File: src/stt_pkg.sv
package stt_pkg;

  localparam logic [7:0] ChQuote   = 8'h22;
  localparam logic [7:0] ChApos    = 8'h27;
  localparam logic [7:0] ChBslash  = 8'h5c;
  localparam logic [7:0] ChHash    = 8'h23;
  localparam logic [7:0] ChLbrack  = 8'h5b;
  localparam logic [7:0] ChRbrack  = 8'h5d;
  localparam logic [7:0] ChLf      = 8'h0a;
  localparam logic [7:0] ChCr      = 8'h0d;
  localparam logic [7:0] ChTab     = 8'h09;
  localparam logic [7:0] ChSpace   = 8'h20;
  localparam logic [7:0] ChBs      = 8'h08;
  localparam logic [7:0] ChFf      = 8'h0c;
  localparam logic [7:0] ChLowB    = 8'h62;
  localparam logic [7:0] ChLowF    = 8'h66;
  localparam logic [7:0] ChLowN    = 8'h6e;
  localparam logic [7:0] ChLowR    = 8'h72;
  localparam logic [7:0] ChLowT    = 8'h74;

  // output queue depth; must be a power of two and at least 4
  localparam int unsigned OutDepth = 4;

  typedef enum logic [1:0] {
    ErrNone     = 2'd0,
    ErrEscape   = 2'd1,
    ErrNewline  = 2'd2,
    ErrUnterm   = 2'd3
  } err_e;

  typedef struct packed {
    logic [7:0] tok_byte;
    logic       has_byte;
    logic       tok_first;
    logic       tok_last;
    logic [1:0] err_code;
  } tok_t;

  // results of one lexed byte: cnt words, res0 goes out first
  typedef struct packed {
    logic [1:0] cnt;
    tok_t       res0;
    tok_t       res1;
  } lex_res_t;

endpackage

File: src/stt_if.sv
interface stt_in_if;
  logic       valid;
  logic       ready;
  logic [7:0] in_byte;
  logic       is_last;

  modport source (output valid, output in_byte, output is_last, input ready);
  modport sink   (input valid, input in_byte, input is_last, output ready);
endinterface

interface stt_out_if;
  logic       valid;
  logic       ready;
  logic [7:0] tok_byte;
  logic       has_byte;
  logic       tok_first;
  logic       tok_last;
  logic [1:0] err_code;

  modport source (output valid, output tok_byte, output has_byte, output tok_first,
                  output tok_last, output err_code, input ready);
  modport sink   (input valid, input tok_byte, input has_byte, input tok_first,
                  input tok_last, input err_code, output ready);
endinterface

File: src/stt_lexer.sv
module stt_lexer (
  input  logic             clk_i,
  input  logic             rst_ni,
  input  logic             step_i,
  input  logic [7:0]       ch_i,
  input  logic             last_i,
  output stt_pkg::lex_res_t res_o
);

  typedef enum logic [2:0] {
    MIdle    = 3'd0,
    MBare    = 3'd1,
    MQuoted  = 3'd2,
    MEscape  = 3'd3,
    MComment = 3'd4,
    MError   = 3'd5
  } mode_e;

  mode_e mode_q, mode_d;

  logic          ws, term;
  logic          idle_emit;
  stt_pkg::tok_t idle_res;
  mode_e         idle_mode;
  logic          esc_ok;
  logic [7:0]    esc_ch;

  function automatic stt_pkg::tok_t mk(logic [7:0] b, logic has, logic first,
                                       logic lst, stt_pkg::err_e err);
    stt_pkg::tok_t t;
    t.tok_byte  = b;
    t.has_byte  = has;
    t.tok_first = first;
    t.tok_last  = lst;
    t.err_code  = err;
    return t;
  endfunction

  assign ws   = (ch_i == stt_pkg::ChSpace) || (ch_i >= stt_pkg::ChTab && ch_i <= stt_pkg::ChCr);
  assign term = ws || ch_i == stt_pkg::ChQuote || ch_i == stt_pkg::ChLbrack
                || ch_i == stt_pkg::ChRbrack;

  // token start, also used for the byte that ends a bare word
  always_comb begin
    idle_emit = 1'b0;
    idle_res  = mk(ch_i, 1'b1, 1'b1, last_i, stt_pkg::ErrNone);
    idle_mode = MIdle;
    if (ws) begin
      idle_mode = MIdle;
    end else if (ch_i == stt_pkg::ChQuote) begin
      idle_emit = 1'b1;
      idle_res  = mk(ch_i, 1'b1, 1'b1, last_i,
                     last_i ? stt_pkg::ErrUnterm : stt_pkg::ErrNone);
      idle_mode = last_i ? MIdle : MQuoted;
    end else if (ch_i == stt_pkg::ChLbrack || ch_i == stt_pkg::ChRbrack) begin
      idle_emit = 1'b1;
      idle_res  = mk(ch_i, 1'b1, 1'b1, 1'b1, stt_pkg::ErrNone);
    end else if (ch_i == stt_pkg::ChHash) begin
      idle_mode = last_i ? MIdle : MComment;
    end else begin
      idle_emit = 1'b1;
      idle_mode = last_i ? MIdle : MBare;
    end
  end

  always_comb begin
    esc_ok = 1'b1;
    case (ch_i)
      stt_pkg::ChLowB:   esc_ch = stt_pkg::ChBs;
      stt_pkg::ChLowF:   esc_ch = stt_pkg::ChFf;
      stt_pkg::ChLowN:   esc_ch = stt_pkg::ChLf;
      stt_pkg::ChLowR:   esc_ch = stt_pkg::ChCr;
      stt_pkg::ChLowT:   esc_ch = stt_pkg::ChTab;
      stt_pkg::ChBslash: esc_ch = stt_pkg::ChBslash;
      stt_pkg::ChApos:   esc_ch = stt_pkg::ChApos;
      stt_pkg::ChQuote:  esc_ch = stt_pkg::ChQuote;
      default: begin
        esc_ch = 8'h00;
        esc_ok = 1'b0;
      end
    endcase
  end

  always_comb begin
    res_o.cnt  = 2'd0;
    res_o.res0 = idle_res;
    res_o.res1 = idle_res;
    mode_d     = mode_q;
    case (mode_q)
      MBare: begin
        if (term) begin
          res_o.res0 = mk(8'h00, 1'b0, 1'b0, 1'b1, stt_pkg::ErrNone);
          res_o.cnt  = idle_emit ? 2'd2 : 2'd1;
          mode_d     = idle_mode;
        end else begin
          res_o.res0 = mk(ch_i, 1'b1, 1'b0, last_i, stt_pkg::ErrNone);
          res_o.cnt  = 2'd1;
          mode_d     = last_i ? MIdle : MBare;
        end
      end
      MQuoted: begin
        if (ch_i == stt_pkg::ChQuote) begin
          res_o.res0 = mk(ch_i, 1'b1, 1'b0, 1'b1, stt_pkg::ErrNone);
          res_o.cnt  = 2'd1;
          mode_d     = MIdle;
        end else if (ch_i == stt_pkg::ChLf) begin
          res_o.res0 = mk(8'h00, 1'b0, 1'b0, 1'b1, stt_pkg::ErrNewline);
          res_o.cnt  = 2'd1;
          mode_d     = last_i ? MIdle : MError;
        end else if (ch_i == stt_pkg::ChBslash) begin
          res_o.res0 = mk(8'h00, 1'b0, 1'b0, 1'b1, stt_pkg::ErrUnterm);
          res_o.cnt  = last_i ? 2'd1 : 2'd0;
          mode_d     = last_i ? MIdle : MEscape;
        end else begin
          res_o.res0 = mk(ch_i, 1'b1, 1'b0, last_i,
                          last_i ? stt_pkg::ErrUnterm : stt_pkg::ErrNone);
          res_o.cnt  = 2'd1;
          mode_d     = last_i ? MIdle : MQuoted;
        end
      end
      MEscape: begin
        res_o.cnt = 2'd1;
        if (last_i) begin
          res_o.res0 = mk(esc_ch, esc_ok, 1'b0, 1'b1, stt_pkg::ErrUnterm);
          mode_d     = MIdle;
        end else if (esc_ok) begin
          res_o.res0 = mk(esc_ch, 1'b1, 1'b0, 1'b0, stt_pkg::ErrNone);
          mode_d     = MQuoted;
        end else begin
          res_o.res0 = mk(8'h00, 1'b0, 1'b0, 1'b1, stt_pkg::ErrEscape);
          mode_d     = MError;
        end
      end
      MComment: begin
        if (last_i || ch_i == stt_pkg::ChCr || ch_i == stt_pkg::ChLf) begin
          mode_d = MIdle;
        end
      end
      MError: begin
        if (last_i) begin
          mode_d = MIdle;
        end
      end
      default: begin
        res_o.res0 = idle_res;
        res_o.cnt  = idle_emit ? 2'd1 : 2'd0;
        mode_d     = idle_mode;
      end
    endcase
  end

  always_ff @(posedge clk_i or negedge rst_ni) begin
    if (!rst_ni) begin
      mode_q <= MIdle;
    end else if (step_i) begin
      mode_q <= mode_d;
    end
  end

endmodule

File: src/stt_out_fifo.sv
module stt_out_fifo (
  input  logic              clk_i,
  input  logic              rst_ni,
  input  logic              push_i,
  input  stt_pkg::lex_res_t res_i,
  output logic              room_o,
  stt_out_if.source         out_o
);

  localparam int unsigned PtrW = $clog2(stt_pkg::OutDepth);
  localparam int unsigned CntW = PtrW + 1;

  stt_pkg::tok_t mem_q [stt_pkg::OutDepth];
  logic [PtrW-1:0] wr_ptr_q, wr_ptr_d, rd_ptr_q, rd_ptr_d, wr_nxt;
  logic [CntW-1:0] cnt_q, cnt_d, n_push;
  logic            pop;
  stt_pkg::tok_t   head;

  assign n_push = push_i ? CntW'(res_i.cnt) : '0;
  assign pop    = out_o.valid && out_o.ready;
  assign wr_nxt = wr_ptr_q + PtrW'(1);
  // room for a full pair of words regardless of what leaves this cycle
  assign room_o = cnt_q <= CntW'(stt_pkg::OutDepth - 2);

  assign wr_ptr_d = wr_ptr_q + n_push[PtrW-1:0];
  assign rd_ptr_d = rd_ptr_q + PtrW'(pop);
  assign cnt_d    = cnt_q + n_push - CntW'(pop);

  always_ff @(posedge clk_i or negedge rst_ni) begin
    if (!rst_ni) begin
      wr_ptr_q <= '0;
      rd_ptr_q <= '0;
      cnt_q    <= '0;
    end else begin
      wr_ptr_q <= wr_ptr_d;
      rd_ptr_q <= rd_ptr_d;
      cnt_q    <= cnt_d;
    end
  end

  always_ff @(posedge clk_i) begin
    if (n_push != '0) begin
      mem_q[wr_ptr_q] <= res_i.res0;
    end
    if (n_push == CntW'(2)) begin
      mem_q[wr_nxt] <= res_i.res1;
    end
  end

  assign head            = mem_q[rd_ptr_q];
  assign out_o.valid     = cnt_q != '0;
  assign out_o.tok_byte  = head.tok_byte;
  assign out_o.has_byte  = head.has_byte;
  assign out_o.tok_first = head.tok_first;
  assign out_o.tok_last  = head.tok_last;
  assign out_o.err_code  = head.err_code;

endmodule

File: src/scene_text_tokenizer.sv
// channel   dir   words                                            handshake
// in_i      in    in_byte, is_last                                 valid/ready
// out_o     out   tok_byte, has_byte, tok_first, tok_last, err_code valid/ready
//
// One byte accepted per cycle while the queue has room; each byte gives
// zero, one or two words. A byte is held in the input register, decoded by
// the lexer and pushed into a four-word output queue, from whose head the
// words are offered. The queue takes a byte only with room for two words, so
// with a free-running sink two-word bytes stall in_i once the queue has filled.
// Reset (rst_ni low, asynchronous) puts the lexer in idle and empties the queue.
// Output stalls back up through the queue to in_i.ready.
module scene_text_tokenizer (
  input  logic      clk_i,
  input  logic      rst_ni,
  stt_in_if.sink    in_i,
  stt_out_if.source out_o
);

  logic              s1_valid_q;
  logic [7:0]        s1_ch_q;
  logic              s1_last_q;
  logic              room, adv;
  stt_pkg::lex_res_t lex_res;

  assign adv        = s1_valid_q && room;
  assign in_i.ready = !s1_valid_q || adv;

  always_ff @(posedge clk_i or negedge rst_ni) begin
    if (!rst_ni) begin
      s1_valid_q <= 1'b0;
    end else if (in_i.ready) begin
      s1_valid_q <= in_i.valid;
    end
  end

  always_ff @(posedge clk_i) begin
    if (in_i.ready && in_i.valid) begin
      s1_ch_q   <= in_i.in_byte;
      s1_last_q <= in_i.is_last;
    end
  end

  stt_lexer u_lexer (
    .clk_i  (clk_i),
    .rst_ni (rst_ni),
    .step_i (adv),
    .ch_i   (s1_ch_q),
    .last_i (s1_last_q),
    .res_o  (lex_res)
  );

  stt_out_fifo u_out_fifo (
    .clk_i  (clk_i),
    .rst_ni (rst_ni),
    .push_i (adv),
    .res_i  (lex_res),
    .room_o (room),
    .out_o  (out_o)
  );

endmodule

File: src/flat_wrapper.sv
// flat-port wrapper written by rule: the top's interface ports become plain ports
module scene_text_tokenizer_flat 
  (clk_i, rst_ni, in_i_valid, in_i_in_byte, in_i_is_last, in_i_ready, out_o_valid, out_o_tok_byte, out_o_has_byte, out_o_tok_first, out_o_tok_last, out_o_err_code, out_o_ready);
  stt_in_if in_i_i ();
  stt_out_if out_o_i ();
  input  logic clk_i;
  input  logic rst_ni;
  input wire logic [$bits(in_i_i.valid)-1:0] in_i_valid;
  input wire logic [$bits(in_i_i.in_byte)-1:0] in_i_in_byte;
  input wire logic [$bits(in_i_i.is_last)-1:0] in_i_is_last;
  output wire logic [$bits(in_i_i.ready)-1:0] in_i_ready;
  output wire logic [$bits(out_o_i.valid)-1:0] out_o_valid;
  output wire logic [$bits(out_o_i.tok_byte)-1:0] out_o_tok_byte;
  output wire logic [$bits(out_o_i.has_byte)-1:0] out_o_has_byte;
  output wire logic [$bits(out_o_i.tok_first)-1:0] out_o_tok_first;
  output wire logic [$bits(out_o_i.tok_last)-1:0] out_o_tok_last;
  output wire logic [$bits(out_o_i.err_code)-1:0] out_o_err_code;
  input wire logic [$bits(out_o_i.ready)-1:0] out_o_ready;
  assign in_i_i.valid = in_i_valid;
  assign in_i_i.in_byte = in_i_in_byte;
  assign in_i_i.is_last = in_i_is_last;
  assign in_i_ready = in_i_i.ready;
  assign out_o_valid = out_o_i.valid;
  assign out_o_tok_byte = out_o_i.tok_byte;
  assign out_o_has_byte = out_o_i.has_byte;
  assign out_o_tok_first = out_o_i.tok_first;
  assign out_o_tok_last = out_o_i.tok_last;
  assign out_o_err_code = out_o_i.err_code;
  assign out_o_i.ready = out_o_ready;
  scene_text_tokenizer u_core (.clk_i(clk_i), .rst_ni(rst_ni), .in_i(in_i_i), .out_o(out_o_i));
endmodule
File: config.mk
export PLATFORM = sky130hd
export DESIGN_NAME = scene_text_tokenizer_flat
export DESIGN_NICKNAME = d
export VERILOG_FILES = /design/src/stt_pkg.sv /design/src/stt_if.sv /design/src/stt_lexer.sv /design/src/stt_out_fifo.sv /design/src/scene_text_tokenizer.sv /design/src/flat_wrapper.sv
export SDC_FILE = /design/constraint.sdc
export NUM_CORES = 1
export LEC_CHECK = 0
export ABC_AREA = 0
export BUFFER_PORTS_ARGS = -buffer_cell sky130_fd_sc_hd__buf_4
export CAP_MARGIN = 10
export CORE_ASPECT_RATIO = 1.5
export CORE_UTILIZATION = 55
export DETAILED_ROUTE_END_ITERATION = 16
export PLACE_DENSITY = 0.83
export SETUP_SLACK_MARGIN = 0.1
export SYNTH_ARGS = -nofsm -noshare
export SYNTH_HDL_FRONTEND = slang
export SYNTH_SLANG_ARGS = --single-unit
export TNS_END_PERCENT = 30
File: constraint.sdc
create_clock -name clk_i -period 3 [get_ports clk_i]
set_input_delay 0.6 -clock clk_i [delete_from_list [all_inputs] [get_ports clk_i]]
set_output_delay 0.6 -clock clk_i [all_outputs]
set_load 0.005 [all_outputs]
# Yosys cells after proc, flatten, opt, wreduce, memory -nomap -nowiden

Memory sizes are Yosys's and may differ from the RTL's.
Index checks and enable logic that the tools add are counted.

Output and inout port bits: 15
Memories: 1
Register bits: 20
RAM bits: 52
Logic and storage cells: 99

Reductions and logical operators: 18
Muxes and demuxes: 43
$lt $le $gt $ge: 3
Add/sub/neg operators: 5
Equal/unequal tests: 22

Memories:

| memory                  | words | width | rd ports | clocked after memory_dff | wr ports | RTL line           | source |
|---|---|---|---|---|---|---|---|
| u_core.u_out_fifo.mem_q | 4     | 13    | 1        | 0                        | 2        | stt_out_fifo.sv:13 | `stt_pkg::tok_t mem_q [stt_pkg::OutDepth];` |

Operator list:

| operator                                                                            | number |
|---|---|
| 8-bit by 7-bit == test with 1-bit output, second input constant                     | 8 |
| 15-bit one-hot mux with 4 select lines                                              | 1 |
| 7-bit one-hot mux with 8 select lines                                               | 1 |
| 3-bit 2-to-1 mux                                                                    | 16 |
| 14-bit 2-to-1 mux                                                                   | 3 |
| 8-bit by 6-bit == test with 1-bit output, second input constant                     | 4 |
| 13-bit 2-to-1 mux                                                                   | 2 |
| 8-bit by 4-bit == test with 1-bit output, second input constant                     | 2 |
| 15-bit 2-to-1 mux                                                                   | 1 |
| 3-bit one-hot mux with 5 select lines                                               | 1 |
| 1-bit 2-to-1 mux                                                                    | 12 |
| 2-bit 2-to-1 mux                                                                    | 6 |
| 3-bit by 2-bit == test with 1-bit output, second input constant                     | 3 |
| 8-bit by 4-bit greater-or-equal comparator with 1-bit output, second input constant | 1 |
| 8-bit by 4-bit <= comparator with 1-bit output, second input constant               | 1 |
| 1-bit logical OR                                                                    | 8 |
| 8-bit OR reduction                                                                  | 1 |
| 3-bit == test, second input constant                                                | 2 |
| 3-bit nonzero test                                                                  | 2 |
| 1-bit logical AND                                                                   | 4 |
| 3-bit adder                                                                         | 1 |
| 3-bit by 1-bit == test with 1-bit output, second input constant                     | 1 |
| 3-bit by 2-bit <= comparator with 1-bit output, second input constant               | 1 |
| 3-bit AND reduction                                                                 | 1 |
| other kinds (8)                                                                     | 8 |

# Depth between registers and ports, before layout

Gate-level depths: netlist of the first run.

Word-level depth: 12
Depth in mapped cells: 14
Depth with buffers taken out: 12

# Hierarchy

A second synthesis of the first run with hierarchy kept.

Cells, all modules: 347
Area, all modules: 4429.2 um^2

By module, submodules not included:

| module               | area each (um^2) | instances | cells an instance |
|---|---|---|---|
| stt_out_fifo         | 3004.1           | 1         | 172 |
| stt_lexer            | 1094.8           | 1         | 161 |
| scene_text_tokenizer | 330.3            | 1         | 14 |

# Worst setup path before layout of the first run

Ideal clock, no wire load.

Path kind: register to register
Start: register u_core.s1_ch_q[0]
End: register u_core.u_out_fifo.cnt_q[2]
Required time: 2.877 ns
Cell stages (with the launch flop): 14
Slack: 0.230 ns
Clock period less this slack: 2.770 ns
Setup time: 0.123 ns
Data arrival time: 2.647 ns
Cells stage by stage: edfxtp_1 buf_2 nor2_2 nor3_1 o311ai_4 nand2_1 or2_2 ha_1 inv_1 ha_1 inv_1 fa_1 xor2_1 xnor2_1

Cells in the longest elaborated chain, start to end: 11
Elaborated cells on any way between the ends: 29
Classes of those cells: add/sub (2); order compare (2); eq/ne (7); mux (12); reduce/logical (6)

Ends and longest elaborated chain:

| what                                                                                 | RTL line                         | source |
|---|---|---|
| from (decl)                                                                          | scene_text_tokenizer.sv:20       | `logic [7:0] s1_ch_q;` |
| from (signal assigned)                                                               | scene_text_tokenizer.sv:38       | `s1_ch_q <= in_i.in_byte;` |
| 8-bit by 4-bit greater-or-equal comparator with 1-bit output (tied with other cells) | stt_lexer.sv:39                  | `assign ws = (ch_i == stt_pkg::ChSpace) \|\| (ch_i >= stt_pkg::ChTab && ch_i <= stt_pkg::ChCr);` |
| 1-bit logical AND (tied with other cells)                                            | stt_lexer.sv:39                  |  |
| 1-bit logical OR / 1-bit 2-to-1 mux (equally long branches)                          | stt_lexer.sv:39, stt_lexer.sv:55 |  |
| 1-bit logical OR / 1-bit 2-to-1 mux (equally long branches)                          | stt_lexer.sv:40, stt_lexer.sv:50 |  |
| 1-bit logical OR / 1-bit 2-to-1 mux (equally long branches)                          | stt_lexer.sv:40, stt_lexer.sv:48 |  |
| 1-bit logical OR / 2-bit 2-to-1 mux (equally long branches)                          | stt_lexer.sv:41, stt_lexer.sv:93 |  |
| 15-bit 2-to-1 mux                                                                    | stt_lexer.sv:91                  | `if (term) begin` |
| 15-bit one-hot mux with 4 select lines *                                             | stt_lexer.sv:89                  | `case (mode_q)` |
| 2-bit 2-to-1 mux *                                                                   | stt_out_fifo.sv:19               | `assign n_push = push_i ? CntW'(res_i.cnt) : '0;` |
| 3-bit adder *                                                                        | stt_out_fifo.sv:27               | `assign cnt_d = cnt_q + n_push - CntW'(pop);` |
| 3-bit by 1-bit subtractor with 3-bit output *                                        | stt_out_fifo.sv:27               |  |
| via u_core.u_out_fifo.cnt_d[2]                                                       | stt_out_fifo.sv:15               | `logic [CntW-1:0] cnt_q, cnt_d, n_push;` |
| to (signal assigned)                                                                 | stt_out_fifo.sv:37               | `cnt_q <= cnt_d;` |
| to (decl)                                                                            | stt_out_fifo.sv:15               |  |

Mark *: on every way through the listed nets, which the timed path passes. The rest lies on a longest branch.
A chain may end at the register's enable or synchronous reset.

# Final worst setup path of the first run

Start: register u_core.s1_ch_q[7]
End: register u_core.u_out_fifo.cnt_q[2]

Same word-level chain as after synthesis.

==> key figures, run 1 <==
Status
  – Status: completed

Synthesis
  – Net count after synthesis: 433
  – Synth area leader: edfxtp_1
  – Synth top area cells: edfxtp_1 (36%), mux4_2 (6.7%), dfrtp_1 (6.3%), nand2_1 (3.9%), dfxtp_1 (3.7%)
  – Cell count after synthesis: 414
  – Register area share after synthesis: 46.22%
  – Main flop type after synthesis: edfxtp_1
  – Number of synthesized register bits: 72
  – Netlist cell types: 79
  – Netlist Area Pre-Place: around 4400 um^2
  – Share of synthesized registers carrying an async set or reset: 15.28%
  – Avg Cell Area, Syn: 10.59 um^2
  – Synth top area share: 36.29%
  – Ys Warns: 0
  – Post-synth EDFFs: between 50 and 60

Setup path
  – WS Path Type: reg -> reg
  – Reg2reg start: u_core.s1_ch_q[7]
  – Reg2Reg Setup Slack: 0.15 ns
  – Critical-path cell with the highest stage delay: edfxtp_1
  – Critical Path AT: roughly 3.1 ns
  – FF-to-FF End: u_core.u_out_fifo.cnt_q[2]
  – Setup crit end kind: flop
  – Worst Path Max Fanout: 5
  – Buffers & Inverters on Critical Path: 2
  – CP required: 3.21 ns
  – CP cell instances: or3_4 -> nor4_4 -> nor3_2 -> nor2_1 -> or2_4 -> ha_4 -> inv_2 -> ha_4 -> inv_2 -> fa_2 -> xor2_1 -> xnor2_1
  – Worst path top cell family by delay: simple AND/OR/NAND/NOR gates
  – Slowest cell delay on critical path: ~0.46 ns
  – Startpoint Class: flop
  – Worst r2r path cells: 12

Global routing
  – Grt ovf: 0
  – GRT Overall Usage: 30.62%
  – Largest net degree at the start of global routing: 17
  – Vias in the first global route: 3741
  – Initial antenna violation count: 0
  – First-pass GRT wire length: approximately 19000 um

Route
  – DR vias: between 3000 and 4000
  – Via-to-Cell Ratio: between 6 and 7
  – Routed wire per std cell: 20.29 um
  – 1st-iter DRT viols: around 500
  – First-pass DRT Iterations: 6
  – DRC viols: 0
  – Detail Route Antenna Nets: 0
  – DRT Wirelength: 11750 um

Final layout
  – Multi-input logic area: 2233 um^2
  – Nets: roughly 500
  – Fillcell total: around 560
  – Commonest cells after routing, fill and taps aside: buf_4 (72), edfxtp_1 (53), nand2_1 (46), nor2_1 (24), o22ai_1 (20)
  – Synthesis-to-layout area growth: 20.94%
  – Diodes inserted: 0
  – Most common cell after layout, fill and taps aside: buf_4
  – Register Area: 2027 um^2
  – Layout cells sized above 1: 30.19%
  – Final Instance Area: between 5000 and 6000 um^2

Clocking
  – Clock tree sinks: 72
  – CTS Buffer Depth: 2
  – H-tree level count: 3
  – Clock root cell: clkbuf_16
  – Clk Latency, worst-skew pair: about 0.33 ns
  – TritonCTS clock tree: done
  – Num CTS Buffers: 9
  – Clock slew at reported path FFs: 0.06 ns
  – Hold_buf cts: 0

STA
  – Endpoints failing setup: 0
  – Setup TNS: 0 ns
  – Hold_ws: 0.09195 ns
  – Fmax achieved: 0.3505 GHz
  – Slew margin rel.: 43.74%
  – Final Cycle Share: 95.10%
  – Slew @ Worst Pin: 0.8367 ns
  – Slew Limit Fails: 0
  – RSZ-0062 raised after global routing: yes
  – Final hold vios: 0
  – Clock skew: roughly 0.0080 ns
  – Min Tclk post-route: 2.853 ns

Place
  – Area after DPL: 4845 um^2
  – Buffers added on ports: 27
  – Gpl congestion: 0.9678
  – Post-DP HPWL: 8864 um

Power
  – Worst vdd ir: 0.6778 mV
  – Pwr/cell area: between 900 and 1000 nW/um^2
  – Leak pwr: 0.001979 uW

Floorplanning
  – Core footprint: 7661 um^2
  – Die Height: around 110 um
  – Starting Density: 57.24%
  – Full die area: 8342 um^2
  – Die width: 74.91 um
  – IO Count: 28
  – Rows: 39

Min path
  – Hold WC Path Type: in -> async

Flow run
  – Max Cap Viol: 0
==> registers in the layout (all words and copies together) (netlist names) <==
| register | count |
|---|---|
| u_core.u_out_fifo.wr_ptr_q | 2 |
| u_core.s1_ch_q | 8 |
| u_core.u_lexer.mode_q | 3 |
| u_core.u_out_fifo.mem_q | 52 |
| u_core.u_out_fifo.rd_ptr_q | 2 |
| u_core.u_out_fifo.cnt_q | 3 |
| u_core.s1_last_q | 1 |
| u_core.s1_valid_q | 1 |
==> synth_stat cells, types with 4 or more instances <==
| cell type | count |
|---|---|
| nor2_2 | 9 |
| nor2b_1 | 7 |
| o21ai_1 | 13 |
| ha_1 | 5 |
| xnor2_1 | 5 |
| dfrtp_1 | 11 |
| buf_4 | 4 |
| nor3_1 | 11 |
| dfxtp_1 | 8 |
| nand3_1 | 7 |
| inv_1 | 11 |
| buf_2 | 8 |
| a21o_1 | 4 |
| a22o_1 | 10 |
| nand2_1 | 46 |
| o22ai_1 | 20 |
| a21oi_1 | 16 |
| o211ai_1 | 5 |
| nand2b_1 | 8 |
| mux4_2 | 13 |
| edfxtp_1 | 53 |
| o31ai_1 | 5 |
| o21a_1 | 4 |
| clkbuf_1 | 11 |
| nor2_1 | 24 |
| o21ai_0 | 19 |
==> kinds of logic after synthesis <==
family,share of synthesized area (%)
xor gates and xnor gates,1.398
adders and majority gates,1.883
muxes,6.933
buffers and inverters,3.880
and+or+nand+nor,19.40
AOI/OAI and AO/OA,20.29
DFF,46.22
==> worst max-delay path by stage <==
stage                                      end         startpoint  slack, ns  cells after the start
floorplan           u_core.u_out_fifo.cnt_q[2]  u_core.s1_ch_q[0]       0.23                     13
global placement    u_core.u_out_fifo.cnt_q[2]  u_core.s1_ch_q[3]       0.23                     12
detailed placement  u_core.u_out_fifo.cnt_q[2]  u_core.s1_ch_q[3]       0.09                     12
CTS                 u_core.u_out_fifo.cnt_q[2]  u_core.s1_ch_q[7]       0.13                     12
global route        u_core.u_out_fifo.cnt_q[2]  u_core.s1_ch_q[7]       0.04                     12
finish              u_core.u_out_fifo.cnt_q[2]  u_core.s1_ch_q[7]       0.15                     12
==> final cells by class <==
cell class | instances | share of cell area (%)
clock buffers | 11 | 4.577
clock inverters | 5 | 1.533
inverters | 13 | 0.9672
multi-input cells | 304 | 42.11
flip-flops and latches | 72 | 38.22
well taps | 102 | 2.406
repair buffers | 72 | 10.19
==> timing repair <==
item                                   CTS  global route
setup endpoints to repair                1             5
resized for setup                        3             7
endpoints found under the hold margin    0             0
buffers inserted                        12             0
pin swaps                                3             8
==> power breakdown <==
| group | switching (uW) | total, uW | internal, uW |
|---|---|---|---|
| Clock | 398 | 1150 | 750 |
| Combinational | 1230 | 2270 | 1040 |
| Sequential | 214 | 1640 | 1430 |
| Total | 1840 | 5060 | 3210 |
==> per-stage QoR <==
step	cells	utilization [%]	power, uW	worst slack (ns)
floorplan	414	-	3014	0.2302
global placement	551	63.24	3697	0.2324
detailed placement	551	63.24	3797	0.08780
CTS	579	68.74	5001	0.1332
global route	579	69.23	5343	0.03680
finish	579	69.23	5057	0.1469
==> layer usage <==
layer  GRT usage (%)  up-vias  routed length, um
met4           19.25        0                638
met5               0        -                  0
li1                -     1702                  -
met3           4.434       52                560
met1           33.31     1747               4137
met2           53.57      207               6413
Note: power is estimated with default switching activity, not from simulation.
==> run 2, diff against run 1 <==
--- a/config.mk
+++ b/config.mk
@@ -5,7 +5,7 @@
 export SDC_FILE = /design/constraint.sdc
 export NUM_CORES = 1
 export LEC_CHECK = 0
-export ABC_AREA = 0
+export ABC_AREA = 1
 export BUFFER_PORTS_ARGS = -buffer_cell sky130_fd_sc_hd__buf_4
 export CAP_MARGIN = 10
 export CORE_ASPECT_RATIO = 1.5
==> key figures, run 2 <==
Status
  – Status: completed

Floorplanning
  – Full die area: 7890 um^2 (-5.4%)
  – Die width: 72.86 um (-2.7%)
  – IO Count: 28 (unchanged)
  – Core footprint: 7274 um^2 (-5.0%)
  – Starting Density: 56.95% (-0.29 points)
  – Rows: 38 (-2.6%)
  – Die Height: 108.3 um (-2.8%)

Power
  – Pwr/cell area: 944.1 nW/um^2 (-0.98%)
  – Leak pwr: 0.002195 uW (+11%)
  – Worst vdd ir: 0.5829 mV (-14%)

Setup path
  – Cell mode on critical path: inv_1
  – Beginning of the critical path: u_core.s1_ch_q[1]
  – Critical Path AT: 2.95 ns (-0.11 ns)
  – Critical-path cell with the highest stage delay: edfxtp_1
  – Reg2reg start: u_core.s1_ch_q[1]
  – Worst Setup EP: u_core.u_out_fifo.cnt_q[2]
  – Worst Path Max Fanout: 8 (+3)
  – WS Path Type: reg -> reg
  – CP cell instances: inv_4 -> nand2_1 -> inv_1 -> nand3_1 -> o21ai_1 -> nand3_2 -> nand2_2 -> ha_1 -> inv_1 -> ha_1 -> inv_1 -> fa_1 -> xnor2_1 -> xor2_1
  – Worst r2r path cells: 14 (+2)
  – Slowest cell delay on critical path: 0.53 ns (+0.07 ns)
  – Setup crit end kind: flop
  – FF-to-FF End: u_core.u_out_fifo.cnt_q[2]
  – Startpoint Class: flop
  – Reg2Reg Setup Slack: 0.33 ns (+0.18 ns)
  – CP required: 3.27 ns (+0.06 ns)

Clocking
  – Clk Latency, worst-skew pair: 0.35 ns (+0.02 ns)
  – TritonCTS clock tree: done
  – Clock slew at reported path FFs: 0.08 ns (+0.02 ns)
  – Clock tree sinks: 72 (unchanged)
  – H-tree level count: 3 (unchanged)
  – # resized after CTS: 0 (-3)
  – Hold_buf cts: 0 (unchanged)
  – Setup repair bufs after CTS: 0 (-12)
  – CTS Buffer Depth: 2 (unchanged)
  – Clock root cell: clkbuf_8
  – Num CTS Buffers: 9 (unchanged)

Final layout
  – Multi-input logic area: 1856 um^2 (-17%)
  – Diodes inserted: 0 (unchanged)
  – Nets: 575 (+17%)
  – Max FFs per register: 52 (unchanged)
  – Top flop regs: u_core.u_out_fifo.mem_q (52), u_core.s1_ch_q (8)
  – Register Area: 2027 um^2 (unchanged)
  – Largest reg by FF count: u_core.u_out_fifo.mem_q
  – Commonest cells after routing, fill and taps aside: nand2_1 (188), nor2_1 (69), edfxtp_1 (53), nand3_1 (37), inv_1 (34)
  – Fillcell total: 655 (+17%)
  – Most common cell after layout, fill and taps aside: nand2_1
  – Final non-filler cell total: 661 (+14%)
  – Final Instance Area: 4583 um^2 (-14%)
  – Layout Utilization: 63.00% (-6.2 points)
  – Layout cells sized above 1: 14.44% (-16 points)
  – Synthesis-to-layout area growth: 10.63%

Route
  – 1st-iter DRT viols: 373 (-27%)
  – Routed wire per std cell: 14.63 um (-28%)
  – Via-to-Cell Ratio: 5.402 (-16%)
  – Detail Route Antenna Nets: 0 (unchanged)
  – DRC viols: 0 (unchanged)
  – DR vias: 3571 (-3.7%)
  – DRT Wirelength: 9670 um (-18%)
  – First-pass DRT Iterations: 7 (+1)

Place
  – Post-DP HPWL: 7414 um (-16%)
  – Buffers added on ports: 27 (unchanged)
  – Area after DPL: 4428 um^2 (-8.6%)
  – Placed insts: 645 (+17%)
  – Gpl congestion: 0.9522 (-1.6%)

Synthesis
  – Avg Cell Area, Syn: 7.861 um^2 (-26%)
  – Synth top area cells: edfxtp_1 (38%), nand2_1 (17%), dfrtp_1 (6.6%), nor2_1 (6.3%), nand3_1 (4.5%)
  – Synth top area share: 38.42% (+2.1 points)
  – Ys Warns: 0 (unchanged)
  – Netlist cell types: 38 (-52%)
  – Netlist Area Pre-Place: 4143 um^2 (-5.5%)
  – Net count after synthesis: 546 (+26%)
  – Count leader, synth: nand2_1
  – Mux cell area share after synthesis: 0% (-6.9 points)
  – Register area share after synthesis: 48.93% (+2.7 points)
  – Share of synthesized registers carrying an async set or reset: 15.28% (unchanged)
  – Main combinational cell family by area after synthesis: simple AND/OR/NAND/NOR gates
  – Synth area leader: edfxtp_1
  – Post-Synth Adder-Cell Area: 1.993% (+0.11 points)
  – Simple-gate area share of the yosys netlist: 33.65% (+14 points)
  – Number of synthesized register bits: 72 (unchanged)
  – Post-Synth XOR/XNOR Area: 1.057% (-0.34 points)
  – Post-synth EDFFs: 53 (unchanged)
  – Synth Area in Compound Gates: 8.094% (-12 points)
  – Top cells by count, synth: nand2_1 (188), nor2_1 (69), edfxtp_1 (53)
  – Main flop type after synthesis: edfxtp_1
  – Cell count after synthesis: 527 (+27%)

Global routing
  – Initial antenna violation count: 0 (unchanged)
  – First-pass GRT wire length: 15170 um (-20%)
  – GRT Overall Usage: 26.06% (-4.6 points)
  – Grt ovf: 0 (unchanged)
  – Largest net degree at the start of global routing: 28 (+11)
  – Vias in the first global route: 3353 (-10%)

STA
  – Slew @ Worst Pin: 0.7343 ns (-0.1024 ns)
  – Hold_ws: 0.06648 ns (-0.02547 ns)
  – Setup TNS: 0 ns (unchanged)
  – Clock skew: 0.01021 ns (+0.002260 ns)
  – Fmax achieved: 0.3740 GHz (+6.7%)
  – Slew margin rel.: 50.99% (+7.2 points)
  – Min Tclk post-route: 2.674 ns (-0.1790 ns)
  – RSZ-0062 raised after global routing: no
  – Final hold vios: 0 (unchanged)
  – Final Cycle Share: 89.14% (-6.0 points)
  – Endpoints failing setup: 0 (unchanged)
  – Slew Limit Fails: 0 (unchanged)

Flow run
  – Max Cap Viol: 0 (unchanged)

Min path
  – Hold WC Path Type: in -> async
run 2: layer usage:
layer,track usage [%],up-vias,part of all wire [%]
met5,0,-,0
met2,47.40,121,53
li1,-,1785,-
met1,27.20,1634,39
met4,16.81,0,4.2
met3,4.194,31,4.2
run 2: critical path, delay by kind of cell (launching register included):
| kind | cells | cell delay, ns |
|---|---|---|
| flip-flops | 1 | 0.53 |
| AO/OA/AOI/OAI | 1 | 0.17 |
| AND/OR/NAND/NOR | 4 | 0.44 |
| adder cells (fa/ha/maj) | 3 | 0.75 |
| buffers and inverters | 4 | 0.34 |
| XOR/XNOR | 2 | 0.35 |
run 2: report_power, final:
group / leakage, uW / total (uW) / internal (uW) / switching [uW]
clock: 0.0000758 / 635 / 291 / 344
combinational: 0.00142 / 2080 / 729 / 1350
sequential: 0.000700 / 1620 / 1400 / 211
run 2: worst min-delay path by stage:
stage	start	endpoint	slack [ns]	cells after the start
detailed placement	rst_ni	u_core.u_out_fifo.cnt_q[1]	0.44	1
finish	rst_ni	u_core.u_out_fifo.cnt_q[1]	0.07	1
floorplan	rst_ni	u_core.s1_valid_q	0.30	0
global placement	rst_ni	u_core.u_out_fifo.cnt_q[1]	0.44	1
CTS	rst_ni	u_core.u_out_fifo.cnt_q[1]	0.06	1
global route	rst_ni	u_core.u_out_fifo.cnt_q[1]	0.07	1
run 2: final cells by class:
cell class              instances  area share (%)
repair buffers                 30           4.914
inverters                      50           4.259
multi-input cells             393           40.49
clock inverters                 5          0.5187
clock buffers                  11           2.867
well taps                     100           2.730
flip-flops and latches         72           44.23
run 2: cells by family (layout without fill, tap and decap cells):
kind of cell    count (synthesis)  after routing
compound gates                 59             59
xor+xnor                        5              5
fa+ha+maj                       6              6
buf+inv                        62             96
flops                          72             72
simple gates                  323            323
run 2: through the flow:
| stage | total power, uW | setup slack (ns) |
|---|---|---|
| 2_1_floorplan | 3032 | 0.6637 |
| 3_3_place_gp | 3609 | 0.4560 |
| 3_5_place_dp | 3708 | 0.3537 |
| 4_1_cts | 4331 | 0.3324 |
| 5_1_grt | 4643 | 0.1242 |
| 6_report | 4327 | 0.3259 |
